$ cat config.mk
export PLATFORM = sky130hd
export DESIGN_NAME = wmf_hist_cell
export DESIGN_NICKNAME = d
export VERILOG_FILES = /design/src/window_mean_median_ema_filter_assert.svh /design/src/wmf_hist_cell.sv
export SDC_FILE = /design/constraint.sdc
export NUM_CORES = 1
export LEC_CHECK = 0
export ABC_AREA = 0
export BUFFER_PORTS_ARGS = -buffer_cell sky130_fd_sc_hd__buf_2
export CAP_MARGIN = 5
export CELL_PAD_IN_SITES_DETAIL_PLACEMENT = 1
export CELL_PAD_IN_SITES_GLOBAL_PLACEMENT = 2
export CORE_ASPECT_RATIO = 1.5
export CORE_UTILIZATION = 25
export DETAILED_ROUTE_END_ITERATION = 12
export PLACE_DENSITY_LB_ADDON = 0.15
export SLEW_MARGIN = 5
export SYNTH_ARGS = -nofsm -noshare
export SYNTH_HDL_FRONTEND = slang
export SYNTH_SLANG_ARGS = --single-unit
$ cat constraint.sdc
create_clock -name clk -period 1.3 [get_ports clk]
set_input_delay 0.065 -clock clk [delete_from_list [all_inputs] [get_ports clk]]
set_output_delay 0.065 -clock clk [all_outputs]
set_load 0.01 [all_outputs]
$ cat src/window_mean_median_ema_filter_assert.svh
// Assertion macros for the windowed mean, median and smoother filter.
// Needs a clock named clk and an active-low reset named arst_n in scope.
`ifndef WINDOW_MEAN_MEDIAN_EMA_FILTER_ASSERT_SVH
`define WINDOW_MEAN_MEDIAN_EMA_FILTER_ASSERT_SVH
`ifndef SYNTHESIS
`define WMF_ASSERT_IMPL(label, cond, prop) \
	label: assert property (@(posedge clk) disable iff (!arst_n) (cond) |-> (prop)) \
		else $error("wmf assertion failed");
`define WMF_ASSERT_NEXT(label, cond, prop) \
	label: assert property (@(posedge clk) disable iff (!arst_n) (cond) |=> (prop)) \
		else $error("wmf assertion failed");
`else
`define WMF_ASSERT_IMPL(label, cond, prop)
`define WMF_ASSERT_NEXT(label, cond, prop)
`endif
`endif

$ cat src/wmf_hist_cell.sv
// One history cell: shifts in the newest sample or rotates toward cell zero.
// No dependencies.
module wmf_hist_cell #(parameter int SAMPLE_BITS = 16) (
	input  logic                   clk,
	input  logic                   shift,
	input  logic                   rot,
	input  logic [SAMPLE_BITS-1:0] from_left,
	input  logic [SAMPLE_BITS-1:0] from_right,
	output logic [SAMPLE_BITS-1:0] value
);
	logic [SAMPLE_BITS-1:0] value_q;

	// take the newer neighbor on a push, the next one on a rotation
	always_ff @(posedge clk) begin
		if (shift) begin
			value_q <= from_left;
		end else if (rot) begin
			value_q <= from_right;
		end
	end

	assign value = value_q;
endmodule

==> flow_summary.json <==
{
  "routabilityCongestion": 0.709,
  "crit_path_max_fanout": 1,
  "rows": 23,
  "critical-path-top-delay-family": "flip-flops",
  "fmax_ghz": 1.20,
  "finalSetupViolCount": 0,
  "worst_path_largest_cell_delay_ns": 0.38,
  "ys_seq_area_share_pct": 65.6,
  "largest_reg_flops": 16,
  "drv_slew": 0,
  "grt_pass1_wl_um": 1990,
  "hold_violations": 0,
  "cts_setup_buffers": 0,
  "die_area_mm2": 0.00315,
  "cts_tree": "done",
  "rsz0062_at_grt": "no",
  "critPathBufInv": 1,
  "wl_per_cell_um": 11.2,
  "vdd_ir_drop_max_mv": 0.513,
  "io_buffers": 50,
  "maxSlewHeadroom_pct": 55.6,
  "drt_first_pass_iters": 1,
  "synthDistinctLibCells": 6,
  "end_kind": "output port",
  "grt_max_degree": 17,
  "tightest_slew_ns": 0.666,
  "layout_commonest_cell": "buf_2",
  "pwr-share-clk_pct": 29.7,
  "final.period_utilization_pct": 64.2,
  "syn-instance-count": 35,
  "critPathSlowestCell": "edfxtp_1",
  "status": "finished clean",
  "crit_type": "register to output port",
  "cts-resized-gates": 0,
  "cts_made_buffers": 3,
  "totalWireLength_um": 1410,
  "fin_crit_ns": 0.835,
  "worst_setup_path_start_kind": "register",
  "placed_cells": 122,
  "intPower_mw": 0.967,
  "ys_seq_elements": 16,
  "syn_nets": 70,
  "insertedDiodeCount": 0,
  "critical_path_arrival_ns": 0.77,
  "layout-drive-gt1-share_pct": 79.8,
  "syn_area_per_cell_um2": 20.9,
  "share_seq_of_total_power_pct": 52.9,
  "grt_pass1_vias": 493,
  "netSwitchingFraction_pct": 21.0,
  "overflow": 0,
  "antenna_left": 0,
  "hp-class": "input port to register",
  "numClockSinks": 16,
  "start_util_pct": 26.8,
  "setup-tns-final_ns": 0,
  "final_cell_mix": "buf_2 (50), edfxtp_1 (16), mux2_4 (9)",
  "power_mw": 1.22,
  "track_usage_pct": 9.57,
  "htree_levels": 1,
  "dieWidth_um": 46.2,
  "p_sw_mw": 0.257,
  "cp_cell_sequence": "buf_2",
  "vias": 505,
  "routed_via_density": 4.01,
  "antenna_found_initial": 0,
  "layoutNonFillerInstCount": 126,
  "drc": 0,
  "holdBufCountCts": 0,
  "pin_count": 51,
  "final_util_pct": 38.7,
  "path_clk_slew_ns": 0.06,
  "syn_area_um2": 732,
  "core_mm2": 0.00273,
  "first_iter_violations": 0,
  "root_buffer": "clkbuf_8",
  "syn_to_final_growth_pct": 44.4,
  "p_per_area_mw_per_mm2": 1160,
  "die_height_um": 68.3,
  "final.fill_count": 312,
  "clockBufferDepth": 2,
  "comb_power_share_pct": 17.4,
  "max_cap_viol_count": 0,
  "yosys_warnings": 0,
  "worstPathRequired_ns": 1.24,
  "total_leakage_power_nw": 0.496,
  "fin_nets": 125
}
-- stage by stage --
step	hold slack (ns)	setup slack (ns)	area [um^2]
2_1_floorplan	0.282	0.194	732
3_3_place_gp	0.368	0.243	1010
3_5_place_dp	0.370	0.210	1010
4_1_cts	0.113	0.441	1060
5_1_grt	0.109	0.408	1060
6_report	0.115	0.465	1060
-- cell usage after synthesis --
master	instances	area, um^2
buf_6	1	11.3
edfxtp_1	16	480
mux2_2	7	78.8
or2_1	1	6.26
mux2_4	9	135
buf_12	1	20.0
-- metal layers --
metal  up-vias  share of wire, %  GRT usage [%]
met5         -                 0              0
met4         0               2.7           6.62
met3         5                11           3.69
met2        42                51           17.3
met1       215                34           8.14
li1        243                 -              -
-- logic make-up after synthesis --
group,count (synthesis),synth area share (%)
buf+inv,2,4.27
simple gates,1,0.855
flops,16,65.6
mux,16,29.2
-- power by group through the flow --
stage / Combinational (mW) / Clock, mW / Sequential [mW]
4_1_cts: 0.219 / 0.378 / 0.649
6_report: 0.213 / 0.363 / 0.647
3_5_place_dp: 0.219 / 0 / 0.659
2_1_floorplan: 0.0805 / 0 / 0.691
5_1_grt: 0.236 / 0.402 / 0.654
3_3_place_gp: 0.217 / 0 / 0.659
-- path summary, 6_finish.rpt --
check,start,to,slack [ns],cells past startpoint
max,value[4]$_DFFE_PP_,value[4],0.46,1
min,from_right[10],value[10]$_DFFE_PP_,0.12,2
-- area by class of cell --
type	count	area [um^2]	share of cell area, %
Clock buffer	3	41.3	3.91
Clock inverter	1	3.75	0.355
Multi-Input combinational cell	17	220	20.8
Sequential cell	16	480	45.4
Tap cell	37	46.3	4.38
Timing Repair Buffer	52	265	25.1
(Power assumes the default switching activity.)
