==> src/window_mean_median_ema_filter_assert.svh <==
// Assertion macros for the windowed mean, median and smoother filter.
// Needs a clock named clk and an active-low reset named arst_n in scope.
`ifndef WINDOW_MEAN_MEDIAN_EMA_FILTER_ASSERT_SVH
`define WINDOW_MEAN_MEDIAN_EMA_FILTER_ASSERT_SVH
`ifndef SYNTHESIS
`define WMF_ASSERT_IMPL(label, cond, prop) \
	label: assert property (@(posedge clk) disable iff (!arst_n) (cond) |-> (prop)) \
		else $error("wmf assertion failed");
`define WMF_ASSERT_NEXT(label, cond, prop) \
	label: assert property (@(posedge clk) disable iff (!arst_n) (cond) |=> (prop)) \
		else $error("wmf assertion failed");
`else
`define WMF_ASSERT_IMPL(label, cond, prop)
`define WMF_ASSERT_NEXT(label, cond, prop)
`endif
`endif

==> src/wmf_sort_cell.sv <==
// One insertion-sort cell: keeps its place in an ascending chain.
// No dependencies.
module wmf_sort_cell #(parameter int SAMPLE_BITS = 16) (
	input  logic                          clk,
	input  logic                          arst_n,
	input  logic                          clr,
	input  logic                          ins,
	input  logic signed [SAMPLE_BITS-1:0] ins_val,
	input  logic                          prev_vld,
	input  logic signed [SAMPLE_BITS-1:0] prev_val,
	input  logic                          shl,
	input  logic                          next_vld,
	input  logic signed [SAMPLE_BITS-1:0] next_val,
	output logic                          vld,
	output logic signed [SAMPLE_BITS-1:0] val
);
	logic                          vld_q;
	logic signed [SAMPLE_BITS-1:0] val_q;

	// hold valid flag; a cell fills on an insert only behind a valid neighbor
	always_ff @(posedge clk or negedge arst_n) begin
		if (!arst_n) begin
			vld_q <= 1'b0;
		end else if (clr) begin
			vld_q <= 1'b0;
		end else if (ins && prev_vld) begin
			vld_q <= 1'b1;
		end else if (shl) begin
			vld_q <= next_vld;
		end
	end

	// insert: left value if new < left, else new if new < own or empty
	always_ff @(posedge clk) begin
		priority if (ins && prev_vld && (ins_val < prev_val)) begin
			val_q <= prev_val;
		end else if (ins && prev_vld && (!vld_q || (ins_val < val_q))) begin
			val_q <= ins_val;
		end else if (shl) begin
			val_q <= next_val;
		end else begin
			val_q <= val_q;
		end
	end

	assign vld = vld_q;
	assign val = val_q;
endmodule

==> config.mk <==
export PLATFORM = sky130hd
export DESIGN_NAME = wmf_sort_cell
export DESIGN_NICKNAME = d
export VERILOG_FILES = /design/src/window_mean_median_ema_filter_assert.svh /design/src/wmf_sort_cell.sv
export SDC_FILE = /design/constraint.sdc
export NUM_CORES = 1
export LEC_CHECK = 0
export BUFFER_PORTS_ARGS = -buffer_cell sky130_fd_sc_hd__buf_2
export CORE_AREA = 2 2 53 75
export DETAILED_ROUTE_END_ITERATION = 8
export DIE_AREA = 0 0 55 77
export GPL_TIMING_DRIVEN = 0
export PLACE_DENSITY = 0.83
export RECOVER_POWER = 25
export SETUP_SLACK_MARGIN = 0.05
export SYNTH_ARGS = -nofsm -noshare
export SYNTH_HDL_FRONTEND = slang
export SYNTH_SLANG_ARGS = --single-unit
==> constraint.sdc <==
create_clock -name clk -period 5.4 [get_ports clk]
set_clock_uncertainty 0.2 [all_clocks]
set_input_delay 0.54 -clock clk [delete_from_list [all_inputs] [get_ports clk]]
set_output_delay 0.54 -clock clk [all_outputs]
set_load 0.1 [all_outputs]
==> reports/summary.txt <==
antenna cells - 0
Post-CTS Setup Inserts - 0
cell taking the most area after synthesis - edfxtp_1
relative max-transition margin - 0.219
Detail Route Antenna Nets - 0
Post-Synthesis Cells - 207
f_max - 271 MHz
Post-synth EDFFs - 16
Fill cells - 342
Post-Route Setup TNS - 0 ns
Post-synth ARST share - 0.0588
GRT Total Usage - 0.245
top sig layer - met4
Clock transition at path regs - 0.08 ns
drt wl/cell - 15.2 µm
routed via count - 1895
Slew Limit Fails - 0
setup slack at placement - 1.55 ns
WS Path Type - reg2reg
max cap viols - 0
post-detail-place hpwl - 3.98 mm
Synth Net Count - 292
placement-stage cell area - 0.00221 mm²
Layout Area Growth over Synthesis - 25.1%
# setup viols final - 0
power per cell area - 252 mW/mm²
outcome - complete, no violations
FP Rows - 26
num ports - 72
vias in the first global route - 1770
Hold Path Class - in2reg
clk buf depth - 2
slew of the pin with the lowest slew margin - 1.18 ns
fin area - 0.00225 mm²
CTS resizes - 0
Power Total - 0.567 mW
pin count of the biggest net entering global routing - 17
slowest library cell on the worst path - nor4b_2
met3 routed WL - 320 µm
clock insertion delay at the later pin of the skew report - 0.26 ns
CP required - 5.03 ns
final core utilization - 0.630
crit-path max FO - 16
number of DRC markers in iteration 0 - 72
Hold Fails Final Rpt - 0
Synth top area share - 0.266
final WL - 4.94 mm
Yosys cell types - 42
fin worst setup slack - 1.72 ns
initial antenna violation count - 0
Routed met1 length - 1.77 mm
Die Footprint - 0.00424 mm²
Initial Util - 0.504
fin crit share - 0.682
DR DRC count - 0
CP Launch Type - flip-flop
metal2 WL - 2.69 mm
min Tclk post-route - 3.68 ns
CP Capture Type - flip-flop
sequential cell area fraction in the yosys report - 0.280
DRT Pass-1 Iters - 4
Core Region - 0.00358 mm²
PortBufs - 71
GP Congestion - 0.886
CTS tree - yes
CP arrival - 3.32 ns
RSZ-0062 raised after global routing - no
share of cells above drive strength 1 - 0.283
P_leak - 1.09 nW
Synth area leaders - edfxtp_1 (27%), ha_1 (21%), inv_1 (6.2%)
ys flop type - edfxtp_1
GRT overflow - 0
Ys Warns - 0
vias per cell - 5.83
CTS root buf - clkbuf_8
first-pass GRT wire length - 7.67 mm
syn_area_per_cell - 8.71 µm²
CTS H-tree depth - 1
Die Span Y - 77 µm
cts bufs inserted - 3
Die X - 55 µm
crit-path max cell delay - 0.60 ns
clock sinks - 17
CP cell instances - inv_1, ha_1, nand4_1, nor3_2, nor4b_2, o211ai_2, buf_4, a21oi_2, nand2_1
Syn Std Cell Area - 0.00180 mm²
Layout Nets - 369
number of synthesized register bits - 17
maximum VDD drop - 188 µV
[cells in the final DEF (no fill, tap or decap), types with 2 or more instances in the layout]
cell      count
a211oi_1      4
a21oi_1      20
a31oi_1      16
buf_2        64
buf_4         2
buf_6         2
clkbuf_1     12
clkbuf_8      4
edfxtp_1     16
ha_1         30
inv_1        30
nand2_1       6
nand3_1      16
nand4_1       4
nor2_1        6
nor2b_1       2
o211ai_1      2
o21a_1        2
o21ai_0      19
o21ai_1       2
[critical path: cells and delay by family (launching register included)]
family          cells  cell delay (ns)
fa+ha+maj           1             0.33
simple gates        4             1.63
flops               1             0.37
compound gates      2             0.41
buf+inv             2             0.31
[sequential cells by signal (all words and copies together), names as in the netlist]
name / cells
val: 16
vld: 1
[synthesized netlist by cell type, types with 2 or more instances]
library cell	count
ha_1	30
clkbuf_1	2
nand4_1	4
o211ai_1	2
o21ai_1	2
nand3_1	16
buf_2	3
nand2_1	6
buf_6	2
a31oi_1	16
buf_4	2
o21a_1	2
edfxtp_1	16
inv_1	30
nor2_1	6
o21ai_0	19
a211oi_1	4
nor2b_1	2
a21oi_1	20
[per-stage QoR]
stage	cells	hold WS, ns
5_1_grt	325	0.236
3_5_place_dp	320	0.115
3_3_place_gp	320	0.115
2_1_floorplan	207	0.0444
4_1_cts	325	0.214
6_report	325	0.209
[cell families after synthesis]
family,count (synthesis),share of synthesized area
adder cells (fa/ha/maj),30,0.208
AO/OA/AOI/OAI,76,0.272
buffers and inverters,40,0.103
AND/OR/NAND/NOR,43,0.130
flip-flops,17,0.280
multiplexers,1,0.00555
[metal layers]
layer	global-route usage	vias up
met1	0.274	866
met4	0.110	0
met3	0.0272	14
met5	0	-
met2	0.436	86
li1	-	929
[area by class of cell]
cell class	count	area, µm²	area share
Multi-Input combinational cell	150	1110	0.493
Sequential cell	17	505	0.224
Tap cell	42	52.6	0.0233
Buffer	10	73.8	0.0327
Inverter	30	113	0.0499
Timing Repair Buffer	72	353	0.156
Clock inverter	1	5.00	0.00222
Clock buffer	3	41.3	0.0183
[worst paths after layout]
kind	start	to	slack, ns	cells after the start
max in group asynchronous	arst_n	vld$_DFFE_PN0P_	4.55	2
worst max-delay path	val[15]$_DFFE_PP_	val[11]$_DFFE_PP_	1.72	9
worst min-delay path	clr	vld$_DFFE_PN0P_	0.21	2
worst max register to register	val[15]$_DFFE_PP_	val[11]$_DFFE_PP_	1.72	9
worst min register to register	vld$_DFFE_PN0P_	vld$_DFFE_PN0P_	0.48	2
min in group asynchronous	arst_n	vld$_DFFE_PN0P_	0.37	2
[what timing repair did]
action,CTS,global route
endpoints found under the hold margin,1,0
endpoints found under the setup margin,0,0
hold buffers,1,0
[where the power goes]
part | switching, mW | internal, mW
registers | 0.00914 | 0.168
clock network | 0.0500 | 0.0514
logic | 0.214 | 0.0754
Power figures use the tool's default switching activity.
