--- src/window_mean_median_ema_filter_assert.svh ---
// Assertion macros for the windowed mean, median and smoother filter.
// Needs a clock named clk and an active-low reset named arst_n in scope.
`ifndef WINDOW_MEAN_MEDIAN_EMA_FILTER_ASSERT_SVH
`define WINDOW_MEAN_MEDIAN_EMA_FILTER_ASSERT_SVH
`ifndef SYNTHESIS
`define WMF_ASSERT_IMPL(label, cond, prop) \
	label: assert property (@(posedge clk) disable iff (!arst_n) (cond) |-> (prop)) \
		else $error("wmf assertion failed");
`define WMF_ASSERT_NEXT(label, cond, prop) \
	label: assert property (@(posedge clk) disable iff (!arst_n) (cond) |=> (prop)) \
		else $error("wmf assertion failed");
`else
`define WMF_ASSERT_IMPL(label, cond, prop)
`define WMF_ASSERT_NEXT(label, cond, prop)
`endif
`endif

--- src/wmf_div.sv ---
// Restoring unsigned divider, one quotient bit per cycle.
// No dependencies.
module wmf_div #(
	parameter int NUM_W = 30,
	parameter int DEN_W = 6
) (
	input  logic             clk,
	input  logic             arst_n,
	input  logic             start,
	input  logic [NUM_W-1:0] num,
	input  logic [DEN_W-1:0] den,
	output logic             busy,
	output logic [NUM_W-1:0] quo
);
	localparam int CNT_W = $clog2(NUM_W + 1);

	logic [CNT_W-1:0] cnt_q;
	logic [NUM_W-1:0] qd_q;
	logic [DEN_W-1:0] rem_q;
	logic [DEN_W-1:0] den_q;
	logic [DEN_W:0]   trial;
	logic             fits;

	assign trial = {rem_q, qd_q[NUM_W-1]};
	assign fits  = trial >= {1'b0, den_q};

	// count down the steps
	always_ff @(posedge clk or negedge arst_n) begin
		if (!arst_n) begin
			cnt_q <= '0;
		end else if (start) begin
			cnt_q <= CNT_W'(NUM_W);
		end else if (cnt_q != '0) begin
			cnt_q <= cnt_q - 1'b1;
		end
	end

	// shift dividend out and quotient in
	always_ff @(posedge clk) begin
		if (start) begin
			qd_q  <= num;
			rem_q <= '0;
			den_q <= den;
		end else if (cnt_q != '0) begin
			qd_q  <= {qd_q[NUM_W-2:0], fits};
			rem_q <= fits ? DEN_W'(trial - {1'b0, den_q}) : trial[DEN_W-1:0];
		end
	end

	assign busy = cnt_q != '0;
	assign quo  = qd_q;
endmodule

--- config.mk ---
export PLATFORM = sky130hd
export DESIGN_NAME = wmf_div
export DESIGN_NICKNAME = d
export VERILOG_FILES = /design/src/window_mean_median_ema_filter_assert.svh /design/src/wmf_div.sv
export SDC_FILE = /design/constraint.sdc
export NUM_CORES = 1
export LEC_CHECK = 0
export BUFFER_PORTS_ARGS = -buffer_cell sky130_fd_sc_hd__buf_2
export CAP_MARGIN = 20
export CORE_ASPECT_RATIO = 0.5
export CORE_MARGIN = 3
export CORE_UTILIZATION = 50
export CTS_CLUSTER_SIZE = 14
export DETAILED_ROUTE_END_ITERATION = 10
export GPL_TIMING_DRIVEN = 1
export HOLD_SLACK_MARGIN = 0.12
export PLACE_DENSITY = 0.78
export SETUP_SLACK_MARGIN = 0.02
export SYNTH_ARGS = -nofsm -noshare
export SYNTH_HDL_FRONTEND = slang
export SYNTH_SLANG_ARGS = --single-unit
--- constraint.sdc ---
create_clock -name clk -period 3.6 [get_ports clk]
set_input_delay 0.72 -clock clk [delete_from_list [all_inputs] [get_ports clk]]
set_output_delay 0.72 -clock clk [all_outputs]
set_load 0.05 [all_outputs]
==> results.txt <==
Unique cell type count in the Yosys netlist -> 29
Fin Setup TNS -> 0 ps
Fmax -> 361.3 MHz
Post-DRT Antenna Nets -> 0
HPWL reported at the end of detailed placement -> 3.253 mm
Mux contribution to synthesized area -> 16.84%
Largest net degree at the start of global routing -> 32
Proportion of layout cells with a drive suffix above 1 -> 46.44%
Final setup viols -> 0
H-tree level count -> 2
CP arrival -> 2050 ps
Critical-path maximum fanout -> 10
Pwr Density -> 579.8 nW/um^2
Outcome -> complete, no violations
Synth Area in Adders -> 5.336%
Worst skew pair latency -> 290 ps
Final period utilization -> 76.89%
Met1 Track Usage GR -> 20.35%
Pre-Repair DR Iteration Count -> 4
LEAKAGE -> 0.001200 uW
Setup Skew -> 5.075 ps
DRT iter0 DRCs -> 73
DIE AREA -> 5392 um^2
Buf+Inv Stages, Crit Path -> 3
Reg2reg path depth -> 7
Met2 usage -> 31.48%
Initial antenna violation count -> 0
Total number of vias -> 1531
CTS Buf Count -> 5
RSZ-0062 raised after global routing -> false
Row count -> 16
Relative slew slack -> 53.91%
Main combinational cell family by area after synthesis -> multiplexers
CTS tree -> yes
Drt wl/cell -> 15.20 um
Sequential element share of the synthesized area -> 58.92%
Largest delay contributor family on the critical path -> simple AND/OR/NAND/NOR gates
GRT Util Overall -> 17.43%
Compound-cell area share of the yosys netlist -> 8.560%
Critical path launch point type -> flop
First-pass GRT wire length -> 7.010 mm
Port buffer count -> 69
Crit. path cell count -> 7
GRT overflow -> 0
Synth async-reset ratio -> 10.64%
IO Pins -> 70
Hold WC Path Type -> in2async
Synth Area in XOR/XNOR -> 1.556%
Cell Area, Synth -> 2251 um^2
CP peak stage delay -> 410 ps
Fin crit period -> 2768 ps
Max VDD drop -> 0.2690 mV
Synth Area in Simple Gates -> 5.447%
Setup CP Type -> reg2out
Vias per inst -> 5.225
Required time worst endpoint -> 2880 ps
Syn avg cell area -> 13.48 um^2
Filler cells -> 319
Met3 Use GR -> 4.868%
Setup repair bufs after CTS -> 0
Routed wire length -> 4.455 mm
Final GP Congestion -> 0.7566
Most common cell after layout, fill and taps aside -> buf_2
DP Area -> 2641 um^2
FF+latch count, synth -> 47
Crit. End Element -> primary output
Area Growth Syn to Fin -> 21.85%
Die height -> 53.45 um
Drt drc -> 0
Post-CTS resize count -> 0
Worst Max-Slew Pin Slew -> 691.4 ps
Commonest non-fill, non-tap cells in the layout -> buf_2 (69), edfxtp_1 (36), mux2_2 (31), inv_1 (11), nor2_1 (11)
GRT Max-Usage Layer -> met2
Die W -> 100.9 um
CP max stage cell -> dfrtp_1
Mapped Nets -> 215
Hold Fails Final Rpt -> 0
Vias in the first global route -> 1476
Initial core utilization -> 54.85%
Post-synth top flop -> edfxtp_1
Core region area -> 4104 um^2
CTS root buf -> clkbuf_8
Gate Count Post-Synth -> 167
Crit-path cells -> inv_1, ha_1, nand2b_1, or2_2, nor2_2, inv_2, buf_2
Clock net sink count -> 47
YS warnings -> 0
CTS clk-pin slew, worst paths -> 80 ps
Post-synth EDFFs -> 36
Ant. Diodes -> 0
# nets final -> 286
CTS max path bufs -> 2
Post-route cell area -> 2743 um^2
Final Max Tran Viols -> 0
Hold_buf cts -> 0
MaxCap Viol Count -> 0
==> state kept, by name (all words and copies together), names as in the netlist <==
| name | flops |
|---|---|
| cnt_q | 5 |
| quo | 30 |
| rem_q | 6 |
| den_q | 6 |
==> area by class of cell <==
cell class | count | area [um^2] | share of cell area (%)
Clock buffer | 8 | 101.3 | 3.695
Inverter | 12 | 45.04 | 1.642
Multi-Input combinational cell | 102 | 849.6 | 30.98
Sequential cell | 47 | 1326 | 48.36
Tap cell | 54 | 67.56 | 2.464
Timing Repair Buffer | 70 | 352.8 | 12.86
==> routing by layer <==
layer	vias to the layer above	wire length, um	part of all wire (%)
met5	-	0	0
met3	9	177	4.0
met4	0	78	1.8
met2	38	2346	53
met1	731	1853	42
li1	753	-	-
==> Yosys cell counts, types with 2 or more instances <==
library cell / instances / area, um^2
or2_2: 2 / 12.51
inv_1: 11 / 41.29
dfrtp_1: 5 / 125.1
mux2i_1: 3 / 30.03
xnor2_1: 2 / 17.52
edfxtp_1: 36 / 1081
mux2_2: 31 / 349.1
nand2_1: 3 / 11.26
nor2b_1: 2 / 12.51
dfxtp_1: 6 / 120.1
clkbuf_1: 5 / 18.77
o21ai_0: 5 / 25.02
xor2_1: 2 / 17.52
a21o_1: 3 / 22.52
nor2_1: 11 / 41.29
a211o_1: 4 / 35.03
a211oi_1: 6 / 45.04
ha_1: 8 / 100.1
a21oi_1: 10 / 50.05
nand2b_1: 3 / 18.77
==> report_power, final <==
group,leakage (uW),internal (uW),switching [uW]
combinational,0.000672,200,335
sequential,0.000477,663,45.7
clock,0.0000506,180,166
==> stage by stage <==
step | total power (uW) | hold WS [ps] | util, % | std cells | worst slack [ps]
final | 1590 | 222.9 | 66.83 | 293 | 832.0
after global routing | 1671 | 217.3 | 66.83 | 293 | 695.2
after CTS | 1597 | 222.5 | 66.83 | 293 | 838.6
after detailed placement | 1249 | 469.3 | 64.36 | 285 | 1159
after global placement | 1229 | 465.5 | 64.36 | 285 | 1257
after floorplan | 1137 | 424.4 | - | 167 | 1325
==> cells by family after synthesis <==
family	Yosys count
DFF	47
xor gates and xnor gates	4
AOI/OAI and AO/OA	30
adders and majority gates	9
buffers and inverters	18
and+or+nand+nor	25
muxes	34
==> path summary, 6_finish.rpt <==
path                          start  endpoint  slack (ps)
min in group clk           cnt_q[3]  cnt_q[3]         490
setup reg to reg           cnt_q[0]   quo[26]        1170
setup / recovery           cnt_q[0]      busy         830
hold reg to reg            cnt_q[3]  cnt_q[3]         490
hold / removal               arst_n  cnt_q[2]         220
max in group asynchronous    arst_n  cnt_q[3]        3250
No activity file was read; power rests on OpenSTA's default activity.
